===== src/rtl/edge_span_stepper_top_macros.svh =====
// Assertion macros for the edge span stepper top level.
// Expects clk and rst in the scope where a macro is used.
`ifndef EDGE_SPAN_STEPPER_TOP_MACROS_SVH
`define EDGE_SPAN_STEPPER_TOP_MACROS_SVH

// Same-cycle implication, off during reset.
`define ESS_ASSERT_IMPL(name, ante, cons) \
  name: assert property (@(posedge clk) disable iff (rst) (ante) |-> (cons)) \
    else $error("edge span stepper: same-cycle check failed");

// Next-cycle implication, off during reset.
`define ESS_ASSERT_NEXT(name, ante, cons) \
  name: assert property (@(posedge clk) disable iff (rst) (ante) |=> (cons)) \
    else $error("edge span stepper: next-cycle check failed");

`endif


===== src/rtl/ess_pkg.sv =====
// Shared types and constants of the edge span stepper.
// No dependencies; ess_ctrl and the top level import it.
package ess_pkg;

  localparam int ESS_COORD_BITS = 16;
  localparam int ESS_SW_BITS    = 15;
  localparam logic [ESS_SW_BITS-1:0] ESS_SW_RESET = 15'd640;

  localparam logic ESS_ACT_START   = 1'b0;
  localparam logic ESS_ACT_ADVANCE = 1'b1;

  typedef enum logic [3:0] {
    S_IDLE,
    S_DX,
    S_DY,
    S_SEED,
    S_TRAIL,
    S_UPD,
    S_LEAD,
    S_YFIN,
    S_CLAMP,
    S_DONE
  } ess_state_t;

  typedef enum logic [3:0] {
    OP_NONE,
    OP_DX,
    OP_DY,
    OP_SEED,
    OP_TRAIL,
    OP_XSTEP,
    OP_XJUMP,
    OP_LEAD,
    OP_YSTEP,
    OP_YFIN,
    OP_CLAMP
  } ess_op_t;

  typedef struct packed {
    logic    load_in;
    ess_op_t op;
    logic    out_load;
  } ess_ctrl_t;

  typedef struct packed {
    logic is_start;
    logic xmajor;
    logic dy_zero;
    logic err_gt_dy;
  } ess_stat_t;

endpackage


===== src/rtl/ess_in_if.sv =====
// Input channel of the edge span stepper: one command item per handshake.
// Depends on nothing; width follows the coordinate parameter.
interface ess_in_if #(
  parameter int CB = 16
);
  logic                 valid;
  logic                 ready;
  logic                 action;
  logic signed [CB-1:0] start_x;
  logic signed [CB-1:0] start_y;
  logic signed [CB-1:0] end_x;
  logic signed [CB-1:0] end_y;

  modport source (output valid, action, start_x, start_y, end_x, end_y, input ready);
  modport sink   (input valid, action, start_x, start_y, end_x, end_y, output ready);
endinterface


===== src/rtl/ess_out_if.sv =====
// Output channel of the edge span stepper: one span item per handshake.
// Depends on nothing; width follows the coordinate parameter.
interface ess_out_if #(
  parameter int CB = 16
);
  logic                 valid;
  logic                 ready;
  logic signed [CB-1:0] span_left;
  logic signed [CB-1:0] span_right;
  logic signed [CB-1:0] edge_x;

  modport source (output valid, span_left, span_right, edge_x, input ready);
  modport sink   (input valid, span_left, span_right, edge_x, output ready);
endinterface


===== src/rtl/ess_coord_alu.sv =====
// Shared coordinate adder: a +/- b with full sum and saturated result.
// Uses no package items.
module ess_coord_alu #(
  parameter int CB = 16
) (
  input  logic signed [CB:0]   a,
  input  logic signed [CB:0]   b,
  input  logic                 sub,
  output logic signed [CB+1:0] sum,
  output logic signed [CB-1:0] sat
);
  logic signed [CB+1:0] ae;
  logic signed [CB+1:0] be;
  logic                 ovf;

  assign ae  = {a[CB], a};
  assign be  = {b[CB], b};
  assign sum = sub ? (ae - be) : (ae + be);

  // out of range when the three top bits disagree
  assign ovf = (sum[CB+1:CB-1] != 3'b000) && (sum[CB+1:CB-1] != 3'b111);

  always_comb begin
    if (!ovf) begin
      sat = sum[CB-1:0];
    end else if (sum[CB+1]) begin
      sat = {1'b1, {(CB-1){1'b0}}};
    end else begin
      sat = {1'b0, {(CB-1){1'b1}}};
    end
  end
endmodule


===== src/rtl/ess_err_alu.sv =====
// Shared error term adder: err +/- one doubled delta.
// Uses no package items.
module ess_err_alu #(
  parameter int EW = 19,
  parameter int DW = 17
) (
  input  logic signed [EW-1:0] err,
  input  logic        [DW-1:0] opnd,
  input  logic                 sub,
  output logic signed [EW-1:0] res
);
  logic signed [EW-1:0] ext;

  assign ext = signed'({{(EW-DW){1'b0}}, opnd});
  assign res = sub ? (err - ext) : (err + ext);
endmodule


===== src/rtl/ess_ctrl.sv =====
// Sequencer of the edge span stepper: walks one item through its steps.
// Depends on ess_pkg for states, operation codes and control structs.
module ess_ctrl (
  input  logic              clk,
  input  logic              rst,
  input  logic              in_valid,
  input  logic              in_action,
  input  logic              out_valid,
  input  logic              out_ready,
  input  ess_pkg::ess_stat_t stat,
  output logic              in_ready,
  output ess_pkg::ess_ctrl_t ctl
);
  import ess_pkg::*;

  ess_state_t state;
  ess_state_t state_next;

  always_ff @(posedge clk) begin
    if (rst) begin
      state <= S_IDLE;
    end else begin
      state <= state_next;
    end
  end

  assign in_ready = (state == S_IDLE);

  always_comb begin
    state_next   = state;
    ctl.load_in  = 1'b0;
    ctl.op       = OP_NONE;
    ctl.out_load = 1'b0;
    unique case (state)
      S_IDLE: begin
        if (in_valid) begin
          ctl.load_in = 1'b1;
          state_next  = (in_action == ESS_ACT_START) ? S_DX : S_TRAIL;
        end
      end
      S_DX: begin
        ctl.op     = OP_DX;
        state_next = S_DY;
      end
      S_DY: begin
        ctl.op     = OP_DY;
        state_next = S_SEED;
      end
      S_SEED: begin
        ctl.op     = OP_SEED;
        state_next = S_UPD;
      end
      S_TRAIL: begin
        ctl.op     = stat.xmajor ? OP_TRAIL : OP_NONE;
        state_next = S_UPD;
      end
      S_UPD: begin
        if (stat.xmajor) begin
          if (!stat.err_gt_dy) begin
            state_next = S_LEAD;
          end else if (stat.dy_zero) begin
            // horizontal edge: jump the whole run at once
            ctl.op     = OP_XJUMP;
            state_next = S_LEAD;
          end else begin
            ctl.op = OP_XSTEP;
          end
        end else begin
          ctl.op     = OP_YSTEP;
          state_next = S_YFIN;
        end
      end
      S_LEAD: begin
        ctl.op     = OP_LEAD;
        state_next = stat.is_start ? S_DONE : S_CLAMP;
      end
      S_YFIN: begin
        ctl.op     = OP_YFIN;
        state_next = stat.is_start ? S_DONE : S_CLAMP;
      end
      S_CLAMP: begin
        ctl.op     = OP_CLAMP;
        state_next = S_DONE;
      end
      S_DONE: begin
        // hold until the output register is free
        if (!out_valid || out_ready) begin
          ctl.out_load = 1'b1;
          state_next   = S_IDLE;
        end
      end
      default: begin
        state_next = S_IDLE;
      end
    endcase
  end
endmodule


===== src/rtl/edge_span_stepper_top.sv =====
// Edge span stepper top level: state registers, operand selection, output register.
// Depends on ess_pkg, ess_in_if, ess_out_if, ess_coord_alu, ess_err_alu, ess_ctrl.
//
// Each command item gives one span item. A start item loads an edge from its two
// endpoints; an advance item walks it down one scanline and clamps x to the screen.
// Items are taken one at a time. A start item runs the DX, DY and SEED steps and
// an advance item the TRAIL step; each then makes n single pixel x steps, where n
// is their number on that scanline (zero for y-major and horizontal edges).
// The error-term loop makes one x step per cycle through the shared error and
// coordinate adders. A finished item sits in an output register, and the next
// command item is taken while it waits. The user must write the screen width
// register via cfg_wr_en/cfg_wr_data only while idle; the block does not enforce it.
`include "edge_span_stepper_top_macros.svh"

module edge_span_stepper_top #(
  parameter int COORD_BITS = ess_pkg::ESS_COORD_BITS
) (
  input  logic                             clk,
  input  logic                             rst,
  input  logic                             cfg_wr_en,
  input  logic [ess_pkg::ESS_SW_BITS-1:0]  cfg_wr_data,
  ess_in_if.sink                           edge_cmd,
  ess_out_if.source                        span
);
  import ess_pkg::*;

  localparam int CB = COORD_BITS;
  localparam int DW = CB + 1;
  localparam int EW = CB + 3;
  localparam int CW = ((CB > ESS_SW_BITS) ? CB : ESS_SW_BITS) + 1;

  logic [ESS_SW_BITS-1:0] screen_width;
  logic signed [1:0]      x_step;
  logic [DW-1:0]          double_dx;
  logic [DW-1:0]          double_dy;
  logic signed [EW-1:0]   error_term;
  logic signed [CB-1:0]   cur_x;
  logic signed [CB-1:0]   left_bound;
  logic signed [CB-1:0]   right_bound;

  logic                   act;
  logic signed [CB-1:0]   x1;
  logic signed [CB-1:0]   y1;
  logic signed [CB-1:0]   x2;
  logic signed [CB-1:0]   y2;

  logic                   out_valid;
  logic signed [CB-1:0]   out_left;
  logic signed [CB-1:0]   out_right;
  logic signed [CB-1:0]   out_x;

  ess_ctrl_t ctl;
  ess_stat_t stat;

  logic                   x_neg;
  logic                   x_pos;
  logic                   x_nz;

  logic signed [CB:0]     c_a;
  logic signed [CB:0]     c_b;
  logic                   c_sub;
  logic signed [CB+1:0]   c_sum;
  logic signed [CB-1:0]   c_sat;
  logic                   c_neg;
  logic signed [CB+1:0]   c_mag;
  logic [DW-1:0]          dd;

  logic [DW-1:0]          e_opnd;
  logic                   e_sub;
  logic signed [EW-1:0]   e_res;

  logic [DW-1:0]          d_max;
  logic signed [EW-1:0]   seed;
  logic signed [EW-1:0]   ddy_e;
  logic                   err_le_zero;
  logic signed [CW-1:0]   cur_cx;
  logic signed [CW-1:0]   sw_cx;
  logic                   over;
  logic                   under;

  assign x_neg = x_step[1];
  assign x_nz  = |x_step;
  assign x_pos = x_nz && !x_step[1];

  // status toward the sequencer
  assign ddy_e          = signed'({2'b00, double_dy});
  assign stat.is_start  = (act == ESS_ACT_START);
  assign stat.xmajor    = (double_dx > double_dy);
  assign stat.dy_zero   = (double_dy == '0);
  assign stat.err_gt_dy = (error_term > ddy_e);
  assign err_le_zero    = error_term[EW-1] || (error_term == '0);

  ess_ctrl u_ctrl (
    .clk       (clk),
    .rst       (rst),
    .in_valid  (edge_cmd.valid),
    .in_action (edge_cmd.action),
    .out_valid (out_valid),
    .out_ready (span.ready),
    .stat      (stat),
    .in_ready  (edge_cmd.ready),
    .ctl       (ctl)
  );

  // operand selection for the two shared adders
  always_comb begin
    c_a    = {cur_x[CB-1], cur_x};
    c_b    = {{CB{1'b0}}, 1'b1};
    c_sub  = x_neg;
    e_opnd = double_dy;
    e_sub  = 1'b0;
    unique case (ctl.op)
      OP_DX: begin
        c_a   = {x2[CB-1], x2};
        c_b   = {x1[CB-1], x1};
        c_sub = 1'b1;
      end
      OP_DY: begin
        c_a   = {y2[CB-1], y2};
        c_b   = {y1[CB-1], y1};
        c_sub = 1'b1;
      end
      OP_XSTEP: begin
        e_sub = 1'b1;
      end
      OP_XJUMP: begin
        c_b = {1'b0, double_dx[DW-1:1]};
      end
      OP_LEAD: begin
        e_opnd = double_dx;
      end
      OP_YSTEP: begin
        c_b = {{CB{1'b0}}, x_nz};
      end
      OP_YFIN: begin
        e_opnd = double_dx;
        e_sub  = 1'b1;
      end
      OP_NONE, OP_SEED, OP_TRAIL, OP_CLAMP: begin
      end
      default: begin
      end
    endcase
  end

  ess_coord_alu #(.CB(CB)) u_coord (
    .a   (c_a),
    .b   (c_b),
    .sub (c_sub),
    .sum (c_sum),
    .sat (c_sat)
  );

  ess_err_alu #(.EW(EW), .DW(DW)) u_err (
    .err  (error_term),
    .opnd (e_opnd),
    .sub  (e_sub),
    .res  (e_res)
  );

  assign c_neg = c_sum[CB+1];
  assign c_mag = c_neg ? -c_sum : c_sum;
  assign dd    = {c_mag[CB-1:0], 1'b0};

  assign d_max = (double_dx > double_dy) ? double_dx : double_dy;
  assign seed  = signed'({3'b000, d_max[DW-1:1]});

  assign cur_cx = {{(CW-CB){cur_x[CB-1]}}, cur_x};
  assign sw_cx  = signed'({{(CW-ESS_SW_BITS){1'b0}}, screen_width});
  assign over   = x_pos && (cur_cx > sw_cx);
  assign under  = x_neg && cur_x[CB-1];

  always_ff @(posedge clk) begin
    if (rst) begin
      screen_width <= ESS_SW_RESET;
      x_step       <= '0;
      double_dx    <= '0;
      double_dy    <= '0;
      error_term   <= '0;
      cur_x        <= '0;
      left_bound   <= '0;
      right_bound  <= '0;
    end else begin
      if (cfg_wr_en) begin
        screen_width <= cfg_wr_data;
      end
      unique case (ctl.op)
        OP_DX: begin
          x_step      <= c_neg ? 2'sb11 : ((c_sum == '0) ? 2'sb00 : 2'sb01);
          double_dx   <= dd;
          cur_x       <= x1;
          left_bound  <= x1;
          right_bound <= x1;
        end
        OP_DY: begin
          double_dy <= dd;
        end
        OP_SEED: begin
          error_term <= seed;
        end
        OP_TRAIL: begin
          if (x_neg) begin
            right_bound <= c_sat;
          end else begin
            left_bound <= c_sat;
          end
        end
        OP_XSTEP: begin
          error_term <= e_res;
          cur_x      <= c_sat;
        end
        OP_XJUMP: begin
          cur_x <= c_sat;
        end
        OP_LEAD: begin
          if (x_neg) begin
            left_bound <= cur_x;
          end else begin
            right_bound <= cur_x;
          end
          // a horizontal edge only needs the error to stay positive
          if (!stat.dy_zero) begin
            error_term <= e_res;
          end
        end
        OP_YSTEP: begin
          if (err_le_zero) begin
            cur_x      <= c_sat;
            error_term <= e_res;
          end
        end
        OP_YFIN: begin
          left_bound  <= cur_x;
          right_bound <= cur_x;
          error_term  <= e_res;
        end
        OP_CLAMP: begin
          if (over) begin
            cur_x <= sw_cx[CB-1:0];
          end else if (under) begin
            cur_x <= '0;
          end
        end
        OP_NONE: begin
        end
        default: begin
        end
      endcase
    end
  end

  // command payload, captured on accept
  always_ff @(posedge clk) begin
    if (ctl.load_in) begin
      act <= edge_cmd.action;
      x1  <= edge_cmd.start_x;
      y1  <= edge_cmd.start_y;
      x2  <= edge_cmd.end_x;
      y2  <= edge_cmd.end_y;
    end
  end

  always_ff @(posedge clk) begin
    if (rst) begin
      out_valid <= 1'b0;
    end else if (ctl.out_load) begin
      out_valid <= 1'b1;
    end else if (span.ready) begin
      out_valid <= 1'b0;
    end
  end

  always_ff @(posedge clk) begin
    if (ctl.out_load) begin
      out_left  <= left_bound;
      out_right <= right_bound;
      out_x     <= cur_x;
    end
  end

  assign span.valid      = out_valid;
  assign span.span_left  = out_left;
  assign span.span_right = out_right;
  assign span.edge_x     = out_x;

  `ESS_ASSERT_NEXT(a_busy_after_accept, edge_cmd.valid && edge_cmd.ready, !edge_cmd.ready)
  `ESS_ASSERT_IMPL(a_xmajor_has_dir, stat.xmajor, x_step != 2'sb00)
  `ESS_ASSERT_IMPL(a_no_overwrite, ctl.out_load, !out_valid || span.ready)
  `ESS_ASSERT_IMPL(a_step_needs_err, ctl.op == OP_XSTEP, stat.err_gt_dy && !stat.dy_zero)

endmodule

===== src/flat_wrapper.sv =====
// flat-port wrapper written by rule: the top's interface ports become plain ports
module edge_span_stepper_top_flat import ess_pkg::*;
#(
  parameter int COORD_BITS = ess_pkg::ESS_COORD_BITS
)
  (clk, rst, cfg_wr_en, cfg_wr_data, edge_cmd_valid, edge_cmd_action, edge_cmd_start_x, edge_cmd_start_y, edge_cmd_end_x, edge_cmd_end_y, edge_cmd_ready, span_valid, span_span_left, span_span_right, span_edge_x, span_ready);
  ess_in_if edge_cmd_i ();
  ess_out_if span_i ();
  input  logic clk;
  input  logic rst;
  input  logic cfg_wr_en;
  input  logic [ess_pkg::ESS_SW_BITS-1:0] cfg_wr_data;
  input wire logic [$bits(edge_cmd_i.valid)-1:0] edge_cmd_valid;
  input wire logic [$bits(edge_cmd_i.action)-1:0] edge_cmd_action;
  input wire logic [$bits(edge_cmd_i.start_x)-1:0] edge_cmd_start_x;
  input wire logic [$bits(edge_cmd_i.start_y)-1:0] edge_cmd_start_y;
  input wire logic [$bits(edge_cmd_i.end_x)-1:0] edge_cmd_end_x;
  input wire logic [$bits(edge_cmd_i.end_y)-1:0] edge_cmd_end_y;
  output wire logic [$bits(edge_cmd_i.ready)-1:0] edge_cmd_ready;
  output wire logic [$bits(span_i.valid)-1:0] span_valid;
  output wire logic [$bits(span_i.span_left)-1:0] span_span_left;
  output wire logic [$bits(span_i.span_right)-1:0] span_span_right;
  output wire logic [$bits(span_i.edge_x)-1:0] span_edge_x;
  input wire logic [$bits(span_i.ready)-1:0] span_ready;
  assign edge_cmd_i.valid = edge_cmd_valid;
  assign edge_cmd_i.action = edge_cmd_action;
  assign edge_cmd_i.start_x = edge_cmd_start_x;
  assign edge_cmd_i.start_y = edge_cmd_start_y;
  assign edge_cmd_i.end_x = edge_cmd_end_x;
  assign edge_cmd_i.end_y = edge_cmd_end_y;
  assign edge_cmd_ready = edge_cmd_i.ready;
  assign span_valid = span_i.valid;
  assign span_span_left = span_i.span_left;
  assign span_span_right = span_i.span_right;
  assign span_edge_x = span_i.edge_x;
  assign span_i.ready = span_ready;
  edge_span_stepper_top #(.COORD_BITS(COORD_BITS)) u_core (.clk(clk), .rst(rst), .cfg_wr_en(cfg_wr_en), .cfg_wr_data(cfg_wr_data), .edge_cmd(edge_cmd_i), .span(span_i));
endmodule

===== config.mk =====
export PLATFORM = sky130hd
export DESIGN_NAME = edge_span_stepper_top_flat
export DESIGN_NICKNAME = d
export VERILOG_FILES = /design/src/rtl/ess_pkg.sv /design/src/rtl/ess_in_if.sv /design/src/rtl/ess_out_if.sv /design/src/rtl/ess_coord_alu.sv /design/src/rtl/ess_err_alu.sv /design/src/rtl/ess_ctrl.sv /design/src/rtl/edge_span_stepper_top.sv /design/src/flat_wrapper.sv
export VERILOG_INCLUDE_DIRS = /design/src /design/src/rtl
export SDC_FILE = /design/constraint.sdc
export NUM_CORES = 1
export LEC_CHECK = 0
export ABC_AREA = 1
export BUFFER_PORTS_ARGS = -buffer_cell sky130_fd_sc_hd__buf_4
export CORE_AREA = 4 4 178 214
export DETAILED_ROUTE_END_ITERATION = 8
export DIE_AREA = 0 0 182 218
export GPL_ROUTABILITY_DRIVEN = 0
export HOLD_SLACK_MARGIN = 0.15
export MAX_ROUTING_LAYER = met4
export PLACE_DENSITY = 0.64
export SETUP_SLACK_MARGIN = 0.2
export SYNTH_ARGS = -nofsm -noshare
export SYNTH_HDL_FRONTEND = slang
export SYNTH_SLANG_ARGS = --single-unit
export TNS_END_PERCENT = 5

===== constraint.sdc =====
create_clock -name clk -period 6.2 [get_ports clk]
set_input_delay 1.24 -clock clk [delete_from_list [all_inputs] [get_ports clk]]
set_output_delay 1.24 -clock clk [all_outputs]
set_load 0.02 [all_outputs]

==> results of run 1 <==
==> registers in the layout, summed over array words and instances, names as in the netlist <==
| register | flops |
|---|---|
| u_core.screen_width | 15 |
| u_core.span.edge_x | 16 |
| u_core.x2 | 16 |
| u_core.double_dx | 16 |
| u_core.span.valid | 1 |
| u_core.u_ctrl.state | 4 |
| u_core.x_step | 2 |
| u_core.right_bound | 16 |
| u_core.left_bound | 16 |
| u_core.y2 | 16 |
| u_core.double_dy | 16 |
| u_core.error_term | 19 |
| u_core.span.span_left | 16 |
| u_core.act | 1 |
| u_core.x1 | 16 |
| u_core.y1 | 16 |
| u_core.span.span_right | 16 |
| u_core.cur_x | 16 |
==> routing by layer <==
metal / up-vias / track usage / share of wire
met4: 0 / 0.0921 / 0.047
met2: 418 / 0.373 / 0.49
met1: 5920 / 0.263 / 0.41
met5: - / - / 0
li1: 6272 / - / -
met3: 97 / 0.0227 / 0.052
==> critical path, delay by kind of cell, from the launching register on <==
kind	cells	cell delay [ns]
AND/OR/NAND/NOR	18	2.26
adder cells (fa/ha/maj)	3	0.81
AO/OA/AOI/OAI	6	0.78
buffers and inverters	8	0.77
XOR/XNOR	3	0.75
flip-flops	1	0.33
==> cells in the mapped netlist, types with 9 or more instances <==
cell and n:
a21oi_1 147, a221oi_1 17, clkbuf_1 42, dfxtp_1 121, edfxtp_1 113, ha_1 86
inv_1 271, inv_2 17, nand2_1 315, nand2_2 36, nand3_1 78, nand3_2 20
nand4_1 9, nor2_1 152, nor3_1 23, o211ai_1 27, o21ai_0 126, o21ai_1 13
o22ai_1 14, xnor2_1 17, xor2_1 46
==> layout make-up <==
| class | count | share of cell area |
|---|---|---|
| clock buffer | 31 | 0.0392 |
| clock inverter | 15 | 0.00830 |
| inverter | 289 | 0.0640 |
| multi-input combinational | 1215 | 0.431 |
| sequential | 234 | 0.342 |
| tap | 468 | 0.0344 |
| timing repair buffer | 177 | 0.0807 |
==> placed cells by master, fill, tap and decap left out, types with 14 or more instances in the layout <==
cell type | Yosys | final
a21oi_1 | 147 | 137
a221oi_1 | 17 | 16
buf_4 | 4 | 172
clkbuf_16 | 0 | 25
dfxtp_1 | 121 | 113
edfxtp_1 | 113 | 113
ha_1 | 86 | 77
inv_1 | 271 | 263
inv_2 | 17 | 25
nand2_1 | 315 | 310
nand2_2 | 36 | 36
nand3_1 | 78 | 76
nand3_2 | 20 | 20
nor2_1 | 152 | 147
nor3_1 | 23 | 20
o211ai_1 | 27 | 27
o21ai_0 | 126 | 125
o22ai_1 | 14 | 14
xnor2_1 | 17 | 17
xor2_1 | 46 | 46
==> path summary, 6_finish.rpt <==
path | start | endpoint | slack [ns] | depth (start not counted)
hold / removal | u_core.left_bound[14] | u_core.span.span_left[14] | 0.43 | 0
setup reg to reg | u_core.double_dy[16] | u_core.double_dy[5] | 0.42 | 38
hold reg to reg | u_core.left_bound[14] | u_core.span.span_left[14] | 0.43 | 0
setup / recovery | u_core.double_dy[16] | u_core.double_dy[5] | 0.42 | 38
==> kinds of logic after synthesis <==
logic type / share of synthesized area
fa+ha+maj: 0.0771
buf+inv: 0.0975
compound gates: 0.160
xor+xnor: 0.0423
simple gates: 0.214
flops: 0.409
==> through the flow <==
step / cell area, µm² / worst slack (ns) / util / hold WS, ns
after floorplan: 14200 / 1.03 / - / 0.408
after global placement: 15700 / 0.0987 / 0.438 / 0.414
after detailed placement: 15700 / -0.0867 / 0.438 / 0.418
after CTS: 16500 / 0.236 / 0.461 / 0.429
after global routing: 17000 / 0.0561 / 0.475 / 0.447
final: 17000 / 0.424 / 0.475 / 0.431
==> timing repair <==
action,CTS,global route
endpoints found under the setup margin,67,81
setup buffers,2,20
hold buffers,0,0
pin swaps,1,31
resized for setup,2,69
cloned,0,1
==> impl_metrics.ini, run 1 <==
[outcome]
status = finished, final reports clean

[final_layout]
layout-drive-gt1-share = 0.193
regArea_mm2 = 0.00583
multi_input_area_mm2 = 0.00735
area_growth_pct = 19.8
diodes = 0
fill_cells = 3513
nets = 2114
stdcell_count = 2429

[die]
coreArea_mm2 = 0.0358
die_w_um = 182
dieArea_mm2 = 0.0397
io_pins = 135
rows = 76
die_y_um = 218
start_util = 0.397

[detailed_routing]
via_per_inst = 5.23
drtIter0Drc = 1159
drt-total-wl_mm = 43.8
wl_per_cell_um = 18.0
vias = 12707
dr.pass1.iters = 5
antenna_left = 0
drc = 0

[yosys]
ys_seq_area_frac = 0.409
ys_top_cells_by_area = edfxtp_1, dfxtp_1, nand2_1, ha_1, inv_1
synth_edf_count = 113
netlist_instances = 1799
synth.distinct_cells = 56
synth_ff_type = dfxtp_1
async_reset_ff_frac = 0
syn_nets = 1971
synth_seq_cells = 234
yosysWarnings = 0
avgSynthCellArea_um2 = 7.90
yosysTopAreaCellShare = 0.239
synth_top_area_cell = edfxtp_1
netlist_area_mm2 = 0.0142

[setup_path]
worst_setup_path_end_kind = flip-flop
slowest_stage = xor2_1
worst-setup-path-type = flip-flop to flip-flop
cpPeakStageDelay_ns = 0.39
arrival_ns = 6.28
critPathMaxFanout = 9
cp-start-kind = flip-flop
required_ns = 6.70
crit_top_cell = inv_1

[sta]
maxClockFrequency_mhz = 173
drv_slew = 0
rsz0062_at_grt = yes
fin_skew_ns = 0.00869
fin_tns_setup_ns = 0
worstMarginPinSlew_ns = 0.943
setup_viol = 0
slew_headroom = 0.370
min_period_ns = 5.78
finalCritPeriodShare = 0.932
hold_viol_final = 0

[hold_path]
hp-class = flip-flop to flip-flop

[place]
dp_hpwl_mm = 33.0
place_inst = 2360
port_buffers = 134

[run]
maxCapViolCount = 0

[cts]
clock_latency_ns = 0.55
cts_max_level = 1
root_buffer = clkbuf_16
cts_sinks = 234
cts_tree = done
clk_path_buf_depth = 3
clkSlewWorstSetupHoldPaths_ns = 0.06
cts_buffers = 25

[grt]
grt_pass1_vias = 12273
grt_pass1_wl_mm = 67.0
grt_max_degree = 81
grt_util_all_layers = 0.218
grt-ovfl-total = 0
antenna_found_initial = 0
Power of run 1 is left out: the tool's default activity adds up to more than one toggle a clock period on the data nets, which glitch-free logic cannot reach.
==> run 2, diff against run 1 <==
CTS_BUF_LIST = sky130_fd_sc_hd__clkbuf_4 sky130_fd_sc_hd__clkbuf_8   (was default)
==> run 2 against run 1 <==
Net effect: sequential cell count stayed put; critical path depth up 4; hold slack better by 0.0011 ns; first-iteration DRC count increased by 6.0%; setup slack better by 0.015 ns; sequential share of layout area barely moved; cell area is 0.14% lower; maximum frequency rose by 0.25%; register-to-register slack about the same; core utilization down 0.066 points; global-route usage increased by 0.096 points; critical path type unchanged; highest routed layer unchanged.
==> impl_metrics.ini, run 2 (synthesis gave the netlist of run 1 again) <==
[die]
dieArea_mm2 = 0.0397
io_pins = 135
die_w_um = 182
die_y_um = 218
coreArea_mm2 = 0.0358
rows = 76
start_util = 0.397

[detailed_routing]
vias = 12819
drtIter0Drc = 1228
wl_per_cell_um = 17.9
drc = 0
via_per_inst = 5.22
dr.pass1.iters = 5
antenna_left = 0
drt-total-wl_mm = 44.1

[sta]
drv_slew = 0
rsz0062_at_grt = yes
finalCritPeriodShare = 0.929
slew_headroom = 0.364
hold_ws_ns = 0.433
hold_viol_final = 0
setup_viol = 0
fin_skew_ns = 0.0234
maxClockFrequency_mhz = 174
worstMarginPinSlew_ns = 0.954
min_period_ns = 5.76

[cts]
cts_max_level = 2
cts_sinks = 234
cts_tree = done
clkSlewWorstSetupHoldPaths_ns = 0.06
clk_path_buf_depth = 3
root_buffer = clkbuf_8
clock_latency_ns = 0.57
cts_buffers = 41
cts_hold_buf = 0

[place]
port_buffers = 134
dp_hpwl_mm = 33.0

[grt]
antenna_found_initial = 0
grt_pass1_wl_mm = 67.2
grt-ovfl-total = 0
grt_util_all_layers = 0.219
grt_pass1_vias = 12431
grt_max_degree = 81

[final_layout]
area_growth_pct = 19.6
diodes = 0
layout_commonest_cell = nand2_1
layout-drive-gt1-share = 0.190
nets = 2130
largest_reg_flops = 19
regMostFlops = u_core.error_term
layout_common_cells = nand2_1, inv_1, buf_4

[setup_path]
slowest_stage = dfxtp_1
worst_setup_path_end_kind = flip-flop
worst-setup-path-type = flip-flop to flip-flop
crit_top_cell = nand2_1
critPathMaxFanout = 5
cpPeakStageDelay_ns = 0.32
cp-start-kind = flip-flop
required_ns = 6.67
arrival_ns = 6.23

[outcome]
status = finished, final reports clean

[run]
maxCapViolCount = 0

[hold_path]
hp-class = flip-flop to flip-flop
run 2: cell types whose count changed in the layout (fill, tap and decap cells not counted), moves of 7 or more:
cell	previous run	this run
dfxtp_2	8	0
clkbuf_8	2	45
clkbuf_4	0	14
ha_1	77	84
dfxtp_1	113	121
clkbuf_16	25	1
run 2: what timing repair did:
| item | CTS | global route |
|---|---|---|
| buffers inserted | 2 | 18 |
| endpoints found under the hold margin | 0 | 0 |
| gates cloned | 0 | 3 |
| endpoints found under the setup margin | 66 | 80 |
| pin swaps | 1 | 19 |
| gates resized for setup | 2 | 35 |
run 2: critical path: cells and delay by family (launching register included):
family,cells,cell delay (ns)
xor gates and xnor gates,2,0.38
and+or+nand+nor,27,3.03
DFF,1,0.32
adders and majority gates,3,0.76
AOI/OAI and AO/OA,2,0.30
buffers and inverters,8,0.87
run 2: worst paths after layout:
check | start | slack, ns | endpoint | depth (start not counted)
min reg2reg | u_core.left_bound[13] | 0.43 | u_core.span.span_left[13] | 0
min | u_core.left_bound[13] | 0.43 | u_core.span.span_left[13] | 0
max reg2reg | u_core.double_dy[16] | 0.44 | u_core.right_bound[11] | 42
max | u_core.double_dy[16] | 0.44 | u_core.right_bound[11] | 42
run 2: stage by stage:
| step | setup TNS, ns | setup slack (ns) | std cells | instance area [µm²] | util |
|---|---|---|---|---|---|
| 2_1_floorplan | 0 | 1.03 | 1799 | 14200 | - |
| 3_3_place_gp | 0 | 0.0987 | 2360 | 15700 | 0.438 |
| 3_5_place_dp | -1.04 | -0.0867 | 2360 | 15700 | 0.438 |
| 4_1_cts | 0 | 0.265 | 2437 | 16600 | 0.464 |
| 5_1_grt | 0 | 0.0637 | 2458 | 17000 | 0.474 |
| 6_report | 0 | 0.439 | 2458 | 17000 | 0.474 |
run 2: metal layers:
metal / vias up / part of all wire / global-route usage
li1: 6313 / - / -
met1: 5960 / 0.41 / 0.261
met2: 442 / 0.49 / 0.372
met3: 104 / 0.053 / 0.0274
met4: 0 / 0.049 / 0.0991
met5: - / 0 / -
run 2: final cells by class:
type,instances,area [µm²]
inverter,289,1090
fill,3535,18800
timing repair buffer,176,1370
sequential,234,5820
clock buffer,59,724
multi-input combinational,1216,7230
tap,468,586
clock inverter,16,191
Power of run 2 is left out for the same reason.
